===== src/binary_to_decimal_ascii_macros.svh =====
// Assertion macros shared by the converter modules.
`ifndef BINARY_TO_DECIMAL_ASCII_MACROS_SVH
`define BINARY_TO_DECIMAL_ASCII_MACROS_SVH

`ifndef NO_ASSERTIONS

`define B2DA_ASSERT_IMP(label, pre, post) \
  label: assert property (@(posedge clk) disable iff (rst) (pre) |-> (post)) \
    else $error("b2da assertion failed");

`define B2DA_ASSERT_NXT(label, pre, post) \
  label: assert property (@(posedge clk) disable iff (rst) (pre) |=> (post)) \
    else $error("b2da assertion failed");

`else

`define B2DA_ASSERT_IMP(label, pre, post)

`define B2DA_ASSERT_NXT(label, pre, post)

`endif

`endif


===== src/b2da_pkg.sv =====
// Shared constants and types of the binary to decimal ASCII converter.
`default_nettype none

package b2da_pkg;

  localparam int VALUE_W    = 64;
  localparam int NUM_DIGITS = 19;
  localparam int BCD_W      = 4 * NUM_DIGITS;
  localparam int SHIFT_CW   = $clog2(VALUE_W);
  localparam int LEFT_W     = $clog2(NUM_DIGITS + 1);
  localparam int CHAR_W     = 6;

  localparam logic [CHAR_W-1:0] ASCII_ZERO = 6'd48;

  // Packed BCD result handed from the shifter to the emitter.
  typedef struct packed {
    logic             valid;
    logic [BCD_W-1:0] bcd;
  } bcd_res_t;

endpackage

`default_nettype wire


===== src/b2da_dabble.sv =====
// Bit-serial double-dabble shifter: magnitude in, packed BCD out.
`default_nettype none

`include "binary_to_decimal_ascii_macros.svh"

module b2da_dabble (
  input  wire logic                            clk,
  input  wire logic                            rst,
  input  wire logic                            in_valid,
  output logic                                 in_ready,
  input  wire logic signed [b2da_pkg::VALUE_W-1:0] value,
  output b2da_pkg::bcd_res_t                   res,
  input  wire logic                            res_ready
);
  import b2da_pkg::*;

  typedef enum logic [1:0] {
    IDLE,
    SHIFT,
    DONE
  } state_t;

  state_t              state;
  logic [VALUE_W-1:0]  mag;
  logic [BCD_W-1:0]    bcd;
  logic [SHIFT_CW-1:0] cnt;
  logic [BCD_W-1:0]    bcd_adj;

  // add 3 to every digit of 5 or more before the shift
  always_comb begin
    for (int i = 0; i < NUM_DIGITS; i++) begin
      if (bcd[4*i +: 4] >= 4'd5) begin
        bcd_adj[4*i +: 4] = bcd[4*i +: 4] + 4'd3;
      end else begin
        bcd_adj[4*i +: 4] = bcd[4*i +: 4];
      end
    end
  end

  assign in_ready  = (state == IDLE);
  assign res.valid = (state == DONE);
  assign res.bcd   = bcd;

  always_ff @(posedge clk) begin
    if (rst) begin
      state <= IDLE;
      cnt   <= '0;
    end else begin
      case (state)
        IDLE: begin
          if (in_valid) begin
            // unsigned negate keeps the most negative value exact
            mag   <= value[VALUE_W-1] ? (VALUE_W'(0) - $unsigned(value)) : $unsigned(value);
            bcd   <= '0;
            cnt   <= '0;
            state <= SHIFT;
          end
        end
        SHIFT: begin
          bcd <= {bcd_adj[BCD_W-2:0], mag[VALUE_W-1]};
          mag <= {mag[VALUE_W-2:0], 1'b0};
          cnt <= cnt + 1'b1;
          if (cnt == SHIFT_CW'(VALUE_W - 1)) begin
            state <= DONE;
          end
        end
        DONE: begin
          if (res_ready) begin
            state <= IDLE;
          end
        end
        default: state <= IDLE;
      endcase
    end
  end

  `B2DA_ASSERT_NXT(a_start_shift, in_valid && in_ready, state == SHIFT && cnt == '0)
  `B2DA_ASSERT_NXT(a_shift_end, state == SHIFT && cnt == SHIFT_CW'(VALUE_W - 1), state == DONE)
  `B2DA_ASSERT_IMP(a_top_digit, res.valid, bcd[BCD_W-1 -: 4] <= 4'd9)

endmodule

`default_nettype wire


===== src/b2da_emit.sv =====
// Digit emitter: drops leading zeros, sends one ASCII digit per transaction.
`default_nettype none

`include "binary_to_decimal_ascii_macros.svh"

module b2da_emit (
  input  wire logic                          clk,
  input  wire logic                          rst,
  input  wire b2da_pkg::bcd_res_t            res,
  output logic                               res_ready,
  output logic                               out_valid,
  input  wire logic                          out_ready,
  output logic [b2da_pkg::CHAR_W-1:0]        digit_char,
  output logic                               last_digit
);
  import b2da_pkg::*;

  typedef enum logic [1:0] {
    IDLE,
    SKIP,
    EMIT
  } state_t;

  state_t            state;
  logic [BCD_W-1:0]  digs;
  logic [LEFT_W-1:0] left;
  logic [3:0]        top;

  assign top        = digs[BCD_W-1 -: 4];
  assign res_ready  = (state == IDLE);
  assign out_valid  = (state == EMIT);
  assign digit_char = ASCII_ZERO | {2'b00, top};
  assign last_digit = (left == LEFT_W'(1));

  always_ff @(posedge clk) begin
    if (rst) begin
      state <= IDLE;
      left  <= '0;
    end else begin
      case (state)
        IDLE: begin
          if (res.valid) begin
            digs  <= res.bcd;
            left  <= LEFT_W'(NUM_DIGITS);
            state <= SKIP;
          end
        end
        SKIP: begin
          if (left == '0) begin
            state <= IDLE;  // zero input: nothing to send
          end else if (top == 4'd0) begin
            digs <= {digs[BCD_W-5:0], 4'd0};
            left <= left - 1'b1;
          end else begin
            state <= EMIT;
          end
        end
        EMIT: begin
          if (out_ready) begin
            digs <= {digs[BCD_W-5:0], 4'd0};
            left <= left - 1'b1;
            if (left == LEFT_W'(1)) begin
              state <= IDLE;
            end
          end
        end
        default: state <= IDLE;
      endcase
    end
  end

  `B2DA_ASSERT_IMP(a_digit_range, out_valid, top <= 4'd9)
  `B2DA_ASSERT_IMP(a_left_nonzero, out_valid, left != '0)
  `B2DA_ASSERT_NXT(a_last_ends, out_valid && out_ready && last_digit, !out_valid)
  `B2DA_ASSERT_NXT(a_load_skip, res.valid && res_ready, state == SKIP)

endmodule

`default_nettype wire


===== src/binary_to_decimal_ascii.sv =====
// Top level of the binary to decimal ASCII converter.
// Input channel (in_valid/in_ready/value) takes one signed 64-bit integer per
// transaction. Output channel (out_valid/out_ready/digit_char/last_digit)
// returns the decimal digits of its magnitude as ASCII, most significant
// first, no sign, no leading zeros; last_digit flags the final digit.
// A zero input produces no output transactions at all.
// The double-dabble shifter shifts in every input bit, then hands its BCD
// result to the emitter, which skips the leading zeros one at a time and
// moves on when it sees the first nonzero digit. Digits then go out one per
// cycle while out_ready is high. The shifter accepts a new value only after
// its last result is handed off, for any digit count; the emitter's work
// overlaps the next value's shift loop, so while out_ready stays high it is idle again at the next handoff.
// When out_ready is low the current digit holds and the emitter waits; a
// finished BCD result then waits in the shifter, and in_ready stays low.
// Reset (rst, synchronous, active high) returns both stages to idle and
// drops any value in progress.
`default_nettype none

module binary_to_decimal_ascii (
  input  wire logic                                clk,
  input  wire logic                                rst,
  input  wire logic                                in_valid,
  output logic                                     in_ready,
  input  wire logic signed [b2da_pkg::VALUE_W-1:0] value,
  output logic                                     out_valid,
  input  wire logic                                out_ready,
  output logic [b2da_pkg::CHAR_W-1:0]              digit_char,
  output logic                                     last_digit
);
  import b2da_pkg::*;

  bcd_res_t res;
  logic     res_ready;

  b2da_dabble u_dabble (
    .clk       (clk),
    .rst       (rst),
    .in_valid  (in_valid),
    .in_ready  (in_ready),
    .value     (value),
    .res       (res),
    .res_ready (res_ready)
  );

  b2da_emit u_emit (
    .clk        (clk),
    .rst        (rst),
    .res        (res),
    .res_ready  (res_ready),
    .out_valid  (out_valid),
    .out_ready  (out_ready),
    .digit_char (digit_char),
    .last_digit (last_digit)
  );

endmodule

`default_nettype wire

===== config.mk =====
export PLATFORM = sky130hd
export DESIGN_NAME = binary_to_decimal_ascii
export DESIGN_NICKNAME = d
export VERILOG_FILES = /design/src/b2da_pkg.sv /design/src/b2da_dabble.sv /design/src/b2da_emit.sv /design/src/binary_to_decimal_ascii.sv
export VERILOG_INCLUDE_DIRS = /design/src /design/src/src
export SDC_FILE = /design/constraint.sdc
export NUM_CORES = 1
export LEC_CHECK = 0
export ABC_CLOCK_PERIOD_IN_PS = 14600
export BUFFER_PORTS_ARGS = -buffer_cell sky130_fd_sc_hd__buf_2
export CAP_MARGIN = 5
export CELL_PAD_IN_SITES_DETAIL_PLACEMENT = 1
export CELL_PAD_IN_SITES_GLOBAL_PLACEMENT = 1
export CORE_MARGIN = 2
export CORE_UTILIZATION = 30
export DETAILED_ROUTE_END_ITERATION = 8
export PLACE_DENSITY_LB_ADDON = 0.1
export SKIP_LAST_GASP = 1
export SLEW_MARGIN = 40
export SYNTH_ARGS = -nofsm -noshare
export SYNTH_HDL_FRONTEND = slang
export SYNTH_SLANG_ARGS = --single-unit

===== constraint.sdc =====
create_clock -name clk -period 14.6 [get_ports clk]
set_clock_uncertainty 0.2 [all_clocks]
set_input_delay 1.46 -clock clk [delete_from_list [all_inputs] [get_ports clk]]
set_output_delay 1.46 -clock clk [all_outputs]
set_load 0.03 [all_outputs]

* After elaboration in Yosys (flattened, before gate mapping) *
Cells that the tools add are included.

storage, ports and cells
  word-level logic and storage cells = 122
  output and inout port bits = 9
  input port bits = 68
  register bits after elaboration = 231

cells by class
  bitwise operators = 1
  mux-type cells = 46
  add/sub/neg operators = 22
  reductions and logical operators = 12
  $lt $le $gt $ge = 19
  equality and inequality tests = 15

operators by type and width
  operator               count
  $mux 76                5
  $pmux 76 s3            1
  $pmux 76 s2            1
  $mux 64                2
  $pmux 64 s2            1
  $ge 4x3->1 const B     19
  $add 4x2->4 const B    18
  $mux 4                 18
  $sub 1x64->64 const A  1
  $mux 5                 4
  $mux 2                 8
  $pmux 5 s3             1
  $pmux 2 s3             2
  $pmux 6 s2             1
  $ne 2x1->1 const B     5
  $add 6x1->6 const B    1
  $eq 6x6->1 const B     1
  $mux 6                 1
  $ne 2x2->1 const B     3
  $reduce_and 3->1       2
  $reduce_and 6->1       1
  $eq 5x1->1 const B     1
  $logic_not 5->1        1
  $reduce_and 5->1       1
  other kinds (13)       16

* Depth between registers and ports, before layout *
Gate-level depths: netlist (run 1).

  word-level depth = 4
  gate-level depth with buffers = 9
  mapped depth without buffers = 8

* Cells and area by module *
A second synthesis (run 1) with hierarchy kept.

unflattened totals
  cell total of the unflattened synthesis = 1151
  area total of the unflattened synthesis = 12713.4 um2

by module, submodules not included
  module       cells an instance  seq. area each (um2)  area each (um2)  times used
  b2da_dabble  924                4364.2                8963.6           1
  b2da_emit    227                2422.3                3749.8           1

* Least setup slack after synthesis (run 1) *
OpenSTA, ideal clock, no wires.

  kind = input to register
  start = input port rst
  end = register u_dabble.bcd[0] (enable)
  data required time = 13.757 ns
  setup time = 0.643 ns
  stages on the path = 2
  buffers on the path = 1
  setup slack = 6.276 ns
  arrival = 7.481 ns
  cell sequence = clkbuf_1 > nor2_1

on the way
  longest elaborated chain between the ends = 2

ends and longest elaborated chain
  element                            line                           RTL
  start, declared                    binary_to_decimal_ascii.sv:21  input wire logic rst,
  $not 1->1 (no source line)         --
  $reduce_and 3->1 (no source line)  --
  end signal, assigned               b2da_dabble.sv:60              bcd <= {bcd_adj[BCD_W-2:0], mag[VALUE_W-1]};
  end, declared                      b2da_dabble.sv:25              logic [BCD_W-1:0] bcd;

No other way between the ends.
A chain may end at the register's enable or synchronous reset.

* Final worst setup path (run 1) *
  start = input port value[26] (netlist name)
  end = register u_dabble.mag[44], data pin

on the way
  longest elaborated chain between the ends = 4

ends and longest elaborated chain
  element               line                           RTL
  start, declared       binary_to_decimal_ascii.sv:24  input wire logic signed [b2da_pkg::VALUE_W-1:0] value,
  $sub 1x64->64         b2da_dabble.sv:53              mag <= value[VALUE_W-1] ? (VALUE_W'(0) - $unsigned(value)) : $unsigned(value);
  $mux 64               b2da_dabble.sv:53
  $mux 64               b2da_dabble.sv:51              if (in_valid) begin
  $pmux 64 s2           b2da_dabble.sv:49              case (state)
  end signal, assigned  b2da_dabble.sv:53
  end signal, assigned  b2da_dabble.sv:61              mag <= {mag[VALUE_W-2:0], 1'b0};
  end, declared         b2da_dabble.sv:24              logic [VALUE_W-1:0] mag;

No other way between the ends. The select of a mux whose other input is x is not followed.

==> flow_summary.json, run 1 <==
{
  "cts.sinks": 231,
  "cp_data_arrival_time_ns": 3.83,
  "yosys_register_bits": 231,
  "grt-ovfl-total": 0,
  "async_reset_ff_frac": 0,
  "drt-total-wl_um": 29170,
  "rows": 74,
  "num_io_pins": 77,
  "crit_fanout": 8,
  "yosys_warnings": 0,
  "critPathKind": "in -> reg",
  "insertedDiodeCount": 0,
  "final_max_slew_viol_count": 0,
  "antenna_found_initial": 0,
  "portBuffers": 74,
  "crit_required_ns": 14.69,
  "finalPower_w": 0.002138,
  "synth-seq-area-share": 0.5494,
  "startpoint_type": "input pin",
  "rsz0062_at_grt": "false",
  "worst_r2r_path_depth": 5,
  "cts_resized": 0,
  "synthFlopType": "edfxtp_1",
  "post_drt_wl_per_cell_um": 16.36,
  "antenna_left": 0,
  "grt_max_degree": 141,
  "grt_util_all_layers": 0.1395,
  "synthCells": 1170,
  "slew-limit-headroom": 0.4500,
  "tightest_slew_ns": 0.8175,
  "die_w_um": 206.9,
  "ys_types": 55,
  "firstDrtPassIters": 4,
  "drv_cap": 0,
  "leakage_nw": 5.069,
  "cts_root_buf": "clkbuf_16",
  "syn_avg_cell_area_sq_um": 10.56,
  "grt_pass1_wl_um": 47890,
  "hold_class": "reg -> reg",
  "status": "completed",
  "fin_setup_tns_ns": 0,
  "drc": 0,
  "drt_iter0_drc": 465,
  "setup_violations": 0,
  "cts_max_path_buffers": 3,
  "core_sq_um": 40740,
  "die_h_um": 206.9,
  "clkLatencyLatePin_ns": 0.56,
  "endpoint_kind": "flop",
  "final_nets": 1341,
  "initial_utilization": 0.3032,
  "hpwlAfterDp_um": 18830,
  "power_density_nw_per_um2": 149.9,
  "die-area_sq_um": 42820,
  "post-route-period-util": 0.2567,
  "ir_worst_vdd_uv": 119.3,
  "mostFrequentLayoutCell": "edfxtp_1",
  "h-tree-depth": 1,
  "drive_gt1_frac": 0.1455,
  "gp_congestion": 0.7525,
  "synth_edf_count": 216,
  "max_freq_ghz": 0.2669,
  "hold_depth": 2,
  "cts_tree": "yes",
  "ctsHoldBuffers": 0,
  "cts_setup_buffers": 0,
  "clkTransAtPathRegs_ns": 0.06,
  "syn_to_final_growth_pct": 15.44,
  "numCtsBuffers": 30,
  "grt_pass1_vias": 8874,
  "vias": 8663,
  "final_cell_mix": "216 x edfxtp_1, 142 x nand2_1, 128 x nor2_1, 88 x a21oi_1, 74 x buf_2",
  "vias_per_cell": 4.859,
  "hold_violations": 0,
  "fin_crit_ns": 3.747,
  "netlist_area_sq_um": 12350
}
[synthesized netlist by cell type, types with 3 or more instances]
master	count	area, sq um
dfxtp_1	15	300.3
o21ai_0	68	340.3
a22oi_1	3	22.52
nor2_1	131	491.7
or2_2	3	18.77
nor4b_1	3	26.28
ha_1	46	575.6
edfxtp_1	216	6486
buf_1	6	22.52
o41ai_1	10	87.58
xnor2_1	24	210.2
or4_1	13	97.59
nand3_1	12	60.06
or3_1	10	62.56
nand3b_1	4	30.03
nand2_1	142	533.0
mux2_2	37	416.7
a211oi_1	4	30.03
xor2_1	73	639.4
nor4_1	9	56.30
o21ai_1	44	220.2
clkbuf_1	44	165.2
buf_4	6	45.04
nor3_1	29	145.1
nor2b_1	5	31.28
inv_1	49	183.9
mux2i_1	3	30.03
o31ai_1	15	112.6
nand2b_1	23	143.9
a21oi_1	88	440.4
[cell families after synthesis]
family,count (synthesis),share of synthesized area
buffers and inverters,106,0.03413
DFF,231,0.5494
and+or+nand+nor,398,0.1471
muxes,40,0.03616
xor gates and xnor gates,97,0.06877
AOI/OAI and AO/OA,251,0.1176
other,1,0.0003036
adders and majority gates,46,0.04659
[layout make-up]
class | instances | area (sq um)
clock buffer | 46 | 902.1
clock inverter | 10 | 60.06
fill | 4541 | 26480
inverter | 49 | 183.9
multi-input combinational | 834 | 5191
sequential | 231 | 6787
tap | 532 | 665.6
timing repair buffer | 81 | 470.5
[flip-flops by register name, summed over array words and instances, names as in the netlist]
name	flops
u_dabble.cnt	6
u_emit.left	5
u_dabble.bcd	76
u_emit.digs	76
u_dabble.state	2
u_dabble.mag	64
u_emit.state	2
[per-layer routing]
metal / wire length [um] / up-vias / global-route usage
met3: 699 / 37 / 0.02072
met2: 13770 / 81 / 0.2374
met4: 599 / 0 / 0.03191
met5: 0 / - / 0
li1: - / 4282 / -
met1: 14100 / 4263 / 0.1873
[critical path, cell delays in order]
cell and delay (ns):
buf_2 0.11, or4_4 0.57, nor4_2 0.44, nand3_1 0.46, o41ai_1 0.52, xor2_1 0.19, a21oi_1 0.08
[through the flow]
stage | hold slack [ns] | setup slack (ns) | instances | area, sq um | util
6_report | 0.3166 | 10.85 | 1783 | 14260 | 0.3500
5_1_grt | 0.3369 | 10.63 | 1783 | 14260 | 0.3500
4_1_cts | 0.3175 | 10.87 | 1782 | 14220 | 0.3492
3_5_place_dp | 0.3099 | 10.27 | 1726 | 13260 | 0.3256
3_3_place_gp | 0.3059 | 10.30 | 1726 | 13260 | 0.3254
2_1_floorplan | 0.2658 | 6.276 | 1171 | 12360 | -
[power by group]
part           leakage [nW]  total [W]  internal [W]  switching [W]
combinational          2.41   0.000502      0.000191       0.000311
sequential             2.18   0.000920      0.000882      0.0000380
clock                 0.473   0.000716      0.000423       0.000293
[path summary, 6_finish.rpt]
| check | from | endpoint | slack [ns] |
|---|---|---|---|
| hold reg to reg | u_emit.left[1]$_SDFFE_PP0P_ | u_emit.left[1]$_SDFFE_PP0P_ | 0.32 |
| setup / recovery | value[26] | u_dabble.mag[44]$_DFFE_PP_ | 10.85 |
| hold / removal | u_emit.left[1]$_SDFFE_PP0P_ | u_emit.left[1]$_SDFFE_PP0P_ | 0.32 |
| setup reg to reg | u_emit.digs[73]$_DFFE_PP_ | u_emit.digs[7]$_DFFE_PP_ | 11.37 |
(Power assumes the default switching activity.)
==> run 2, diff against run 1 <==
ABC_AREA = 1   (was default)
ABC_CLOCK_PERIOD_IN_PS = 3000   (was 14600)
clock period = 3 ns   (was 14.6 ns; I/O delays follow)
==> run 2 against run 1 <==
  * Utilization grew 1.3 points
  * Wire length increased by 28%
  * Highest routed layer unchanged
  * Largest power group unchanged
  * Area after synthesis increased by 6.7%
  * Sequential share of layout area down 4.3 points
==> flow_summary.json, run 2 <==
{
  "ys_top_cells_by_area": "edfxtp_1 49%, nand2_1 11%, o21ai_0 7.4%",
  "power_density_nw_per_um2": 699.3,
  "top_regs": "u_dabble.bcd (76), u_emit.digs (76), u_dabble.mag (64)",
  "cts_root_buf": "clkbuf_16",
  "crit_cells": 7,
  "hold_violations": 0,
  "synthAdderAreaFrac": 0.04365,
  "cts.sinks": 231,
  "status": "completed",
  "numCtsBuffers": 29,
  "dpl-instance-area_sq_um": 14260,
  "grt-ovfl-total": 0,
  "crit_path_start": "u_dabble.state[0]$_SDFFE_PP0P_",
  "firstDrtPassIters": 5,
  "grt_max_degree": 103,
  "clkTransAtPathRegs_ns": 0.06,
  "r2r_end": "u_dabble.state[0]$_SDFFE_PP0P_",
  "syn_to_final_growth_pct": 19.06,
  "crit_required_ns": 3.30,
  "rows": 76,
  "cp_slowest_cell": "dlygate4sd3_1",
  "crit_fanout": 51,
  "initial_utilization": 0.3047,
  "synth_top_family_by_area": "simple AND/OR/NAND/NOR gates",
  "synth_mux_area_frac": 0,
  "dp_cells": 2183,
  "cp_data_arrival_time_ns": 2.95,
  "synth_most_common_cell": "nand2_1",
  "worst_r2r_path_depth": 7,
  "synth_edf_count": 216,
  "synth-seq-area-share": 0.5147,
  "regToRegStartpoint": "u_dabble.state[0]$_SDFFE_PP0P_",
  "drt_iter0_drc": 449,
  "final_cell_mix": "393 x nand2_1, 216 x edfxtp_1, 207 x nor2_1, 196 x o21ai_0, 162 x inv_1",
  "cts_setup_buffers": 0,
  "setup_violations": 0,
  "path_delay_family": "buffers and inverters",
  "tightest_slew_ns": 0.5591,
  "final_nets": 1798,
  "max_stage_delay_ns": 0.57,
  "drv_cap": 0,
  "insertedDiodeCount": 0,
  "yosysTopAreaCellShare": 0.4919,
  "ir_worst_vdd_uv": 393.0,
  "final_max_slew_viol_count": 0,
  "netlist_area_sq_um": 13190,
  "post-route-period-util": 0.8816,
  "drt-total-wl_um": 37300,
  "startpoint_type": "flop",
  "synthFlopType": "edfxtp_1",
  "hold_class": "in -> reg",
  "reg2reg_slack_ns": 0.36,
  "layout.cell_area.non_filler_sq_um": 15700,
  "core_sq_um": 43270,
  "max_freq_ghz": 0.3781,
  "critPathKind": "reg -> reg",
  "cts_max_path_buffers": 3,
  "synth-compound-area-share": 0.1089,
  "mostFrequentLayoutCell": "nand2_1",
  "synth_common_cells": "393 x nand2_1, 216 x edfxtp_1, 209 x nor2_1",
  "drc": 0,
  "antenna_found_initial": 0,
  "cts_tree": "yes",
  "drive_gt1_frac": 0.09636,
  "yosys_warnings": 0,
  "h-tree-depth": 1,
  "clkLatencyLatePin_ns": 0.56,
  "yosys.area.top_type": "edfxtp_1",
  "yosys_register_bits": 231,
  "crit_chain": "inv_1 > nor2_4 > buf_4 > o21ai_0 > and3_1 > a211oi_1 > dlygate4sd3_1",
  "grt_pass1_wl_um": 60090,
  "fin_crit_ns": 2.645,
  "fin_cells": 2287,
  "leakage_nw": 6.261,
  "syn_avg_cell_area_sq_um": 8.447,
  "gp_congestion": 0.8128,
  "die_w_um": 213.6,
  "die_h_um": 213.6,
  "hpwlAfterDp_um": 26940,
  "ys_types": 42,
  "vias_per_cell": 4.723,
  "fill_cells": 5145,
  "num_io_pins": 77,
  "async_reset_ff_frac": 0,
  "cp_num_buf_inv": 3,
  "antenna_left": 0,
  "synthSimpleGateAreaFrac": 0.2422,
  "die-area_sq_um": 45640,
  "grt_pass1_vias": 11140,
  "slew-limit-headroom": 0.6273,
  "crit_path_end": "u_dabble.state[0]$_SDFFE_PP0P_",
  "fin_setup_tns_ns": 0,
  "synthCells": 1561,
  "synthXorXnorAreaFrac": 0.02126,
  "endpoint_kind": "flop",
  "rsz0062_at_grt": "false",
  "vias": 10800,
  "post_drt_wl_per_cell_um": 16.31,
  "utilization": 0.3628,
  "grt_util_all_layers": 0.1674,
  "portBuffers": 74
}
==> run 2: cell count changes after synthesis, moves of 37 or more <==
| cell | change |
|---|---|
| inv_1 | +115 |
| mux2_2 | -37 |
| nand2_1 | +251 |
| nand3_1 | +72 |
| nor2_1 | +78 |
| o21ai_0 | +128 |
| o21ai_1 | -40 |
| xor2_1 | -51 |
==> run 2: per-layer routing <==
metal	track usage	vias up	wire, um
li1	-	5439	-
met1	0.2254	5173	17550
met2	0.2892	137	17940
met3	0.01728	52	1107
met4	0.03999	0	696
met5	0	-	0
==> run 2: report_power, final <==
part	leakage [nW]	switching, W	total [W]	internal, W
Sequential	2.18	0.000255	0.00478	0.00453
Combinational	3.65	0.00193	0.00282	0.000889
Clock	0.431	0.00138	0.00337	0.00199
Total	6.26	0.00357	0.0110	0.00741
==> run 2: how the worst min path moves through the flow <==
stage	end	cells past startpoint	start	slack (ns)
6_report	u_dabble.mag[9]$_DFFE_PP_	3	value[9]	0.01
5_1_grt	u_dabble.mag[57]$_DFFE_PP_	4	value[57]	0.03
4_1_cts	u_dabble.mag[57]$_DFFE_PP_	4	value[57]	0.002
3_5_place_dp	u_emit.left[4]$_SDFFE_PP0P_	2	u_emit.left[4]$_SDFFE_PP0P_	0.26
3_3_place_gp	u_emit.left[4]$_SDFFE_PP0P_	2	u_emit.left[4]$_SDFFE_PP0P_	0.25
2_1_floorplan	u_emit.left[1]$_SDFFE_PP0P_	1	rst	0.20
==> run 2: repair_timing <==
item / 4_1_cts / 5_1_grt
hold buffers: 55 / 0
resized for setup: 0 / 0
endpoints found under the hold margin: 66 / 0
==> run 2: logic make-up (layout without fill, tap and decap cells) <==
group	after synthesis	count (layout)
and+or+nand+nor	756	756
AOI/OAI and AO/OA	274	274
buffers and inverters	221	361
adders and majority gates	46	46
xor gates and xnor gates	32	32
DFF	231	231
other	1	2
==> run 2: tightest hold or removal path: stages <==
cell and delay, ns:
buf_2 0.12, xor2_1 0.09, o21ai_0 0.15
==> run 2: cell type report <==
| cell class | count | area [sq um] | area share |
|---|---|---|---|
| Sequential cell | 231 | 6792 | 0.4326 |
| Clock buffer | 31 | 733.2 | 0.04670 |
| Multi-Input combinational cell | 1110 | 5532 | 0.3524 |
| Timing Repair Buffer | 145 | 1129 | 0.07189 |
| Tap cell | 585 | 732.0 | 0.04662 |
| Inverter | 167 | 629.4 | 0.04009 |
| Clock inverter | 18 | 152.6 | 0.009723 |
==> run 2: per-stage QoR <==
stage	worst slack, ns	hold slack [ns]	power [W]
2_1_floorplan	-0.1997	0.2011	0.006748
3_3_place_gp	0.7207	0.2529	0.007638
3_5_place_dp	0.6945	0.2645	0.007706
4_1_cts	0.3273	0.002362	0.01120
5_1_grt	0.1349	0.03375	0.01178
6_report	0.3553	0.01328	0.01098
==> run 3, diff against run 2 <==
CELL_PAD_IN_SITES_DETAIL_PLACEMENT = 0   (was 1)
==> run 3 against run 2 <==
  * Via count decreased by 3.1%
  * Count of clock-buffer cells in the layout increased by 13
  * Highest routed layer unchanged
  * Largest power group unchanged
  * Sequential power about the same
  * Critical endpoint unchanged
==> flow_summary.json, run 3 (synthesized netlist as in run 2, its figures left out) <==
{
  "die_h_um": 213.6,
  "die_w_um": 213.6,
  "insertedDiodeCount": 0,
  "numCtsBuffers": 29,
  "core_sq_um": 43270,
  "num_io_pins": 77,
  "cts_tree": "yes",
  "grt_max_degree": 103,
  "final_nets": 1802,
  "firstDrtPassIters": 5,
  "combPwrFrac": 0.251,
  "p_sw_w": 0.003532,
  "vias": 10470,
  "initial_utilization": 0.3047,
  "critPathKind": "reg -> reg",
  "grt_util_all_layers": 0.1570,
  "p_int_w": 0.007518,
  "hpwlAfterDp_um": 25030,
  "p_clk_frac": 0.317,
  "antenna_left": 0,
  "startpoint_type": "flop",
  "rsz0062_at_grt": "false",
  "post-route-period-util": 0.8685,
  "cts.sinks": 231,
  "dp_cells": 2183,
  "endpoint_kind": "flop",
  "max_freq_ghz": 0.3838,
  "fin_setup_tns_ns": 0,
  "slew-limit-headroom": 0.6280,
  "clkLatencyLatePin_ns": 0.57,
  "fin_crit_ns": 2.605,
  "cts_resized": 0,
  "cts_max_path_buffers": 3,
  "hold_class": "in -> reg",
  "drv_cap": 0,
  "gp_congestion": 0.8128,
  "drt-total-wl_um": 35110,
  "pre_cts_ws_ns": 0.7337,
  "top_regs": "u_dabble.bcd (76), u_emit.digs (76), u_dabble.mag (64)",
  "netSwitchingFraction": 0.3197,
  "drive_gt1_frac": 0.09877,
  "drc": 0,
  "ctsHoldBuffers": 59,
  "tightest_slew_ns": 0.5579,
  "hold_violations": 0,
  "seqPwrFrac": 0.432,
  "clkTransAtPathRegs_ns": 0.06,
  "grt_pass1_wl_um": 56240,
  "cts_root_buf": "clkbuf_16",
  "crit_fanout": 51,
  "post_drt_wl_per_cell_um": 15.29,
  "fin_ws_ns": 0.3945,
  "grt-ovfl-total": 0,
  "final_cell_mix": "393 x nand2_1, 216 x edfxtp_1, 207 x nor2_1, 196 x o21ai_0, 162 x inv_1",
  "die-area_sq_um": 45640,
  "cts_setup_buffers": 0,
  "power_density_nw_per_um2": 699.6,
  "mostFrequentLayoutCell": "nand2_1",
  "fin_cells": 2296,
  "vias_per_cell": 4.561,
  "leakage_nw": 6.301,
  "status": "completed",
  "antenna_found_initial": 0,
  "syn_to_final_growth_pct": 19.79,
  "crit_required_ns": 3.31,
  "rows": 76,
  "setup_violations": 0,
  "grt_pass1_vias": 10540,
  "h-tree-depth": 1,
  "ir_worst_vdd_uv": 389.1,
  "portBuffers": 74,
  "final_max_slew_viol_count": 0,
  "drt_iter0_drc": 557,
  "cp_data_arrival_time_ns": 2.91
}
run 3: cell count changes in the layout (fill, tap and decap cells not counted), sizes merged:
cell / delta
clkinv: -9
clkinvlp: +1
dlygate4sd3: +4
clkbuf: +13
run 3: worst paths after layout:
| path | start | to | slack (ns) | depth (start not counted) |
|---|---|---|---|---|
| worst min register to register | u_emit.left[4]$_SDFFE_PP0P_ | u_emit.left[4]$_SDFFE_PP0P_ | 0.26 | 2 |
| worst max-delay path | u_dabble.state[0]$_SDFFE_PP0P_ | u_dabble.state[0]$_SDFFE_PP0P_ | 0.39 | 7 |
| worst max register to register | u_dabble.state[0]$_SDFFE_PP0P_ | u_dabble.state[0]$_SDFFE_PP0P_ | 0.39 | 7 |
| worst min-delay path | value[4] | u_dabble.mag[4]$_DFFE_PP_ | 0.02 | 3 |
run 3: worst max-delay path, stage by stage (launching register included):
cell and delay, ns:
dfxtp_2 0.39, inv_1 0.09, nor2_4 0.16, buf_4 0.50
o21ai_0 0.24, and3_1 0.22, a211oi_1 0.18, dlygate4sd3_1 0.56
run 3: layer usage:
layer | up-vias | global-route usage | share of wire
li1 | 5455 | - | -
met1 | 4816 | 0.2081 | 0.47
met2 | 153 | 0.2708 | 0.48
met3 | 47 | 0.02329 | 0.031
met4 | 0 | 0.03592 | 0.019
met5 | - | 0 | 0
run 3: power by group through the flow:
stage | combinational (W) | sequential (W) | clock (W)
final | 0.00277 | 0.00478 | 0.00350
after global routing | 0.00324 | 0.00486 | 0.00374
after CTS | 0.00286 | 0.00479 | 0.00364
after detailed placement | 0.00279 | 0.00485 | 0
after global placement | 0.00280 | 0.00484 | 0
after floorplan | 0.00196 | 0.00478 | 0
run 3: final cells by class:
cell class,instances,area (sq um)
clock buffer,44,802.0
tap,585,732.0
clock inverter,10,140.1
sequential,231,6792
timing repair buffer,149,1169
inverter,167,629.4
fill,4493,27470
multi-input combinational,1110,5532
run 3: stage by stage:
step           power [W]    util  area [sq um]  hold WS [ns]
5_1_grt          0.01184  0.3651         15800       0.03703
2_1_floorplan   0.006748       -         13220        0.2011
3_5_place_dp    0.007640  0.3296         14260        0.2582
4_1_cts          0.01129  0.3651         15800      0.001893
6_report         0.01105  0.3651         15800       0.01933
3_3_place_gp    0.007638  0.3296         14260        0.2529
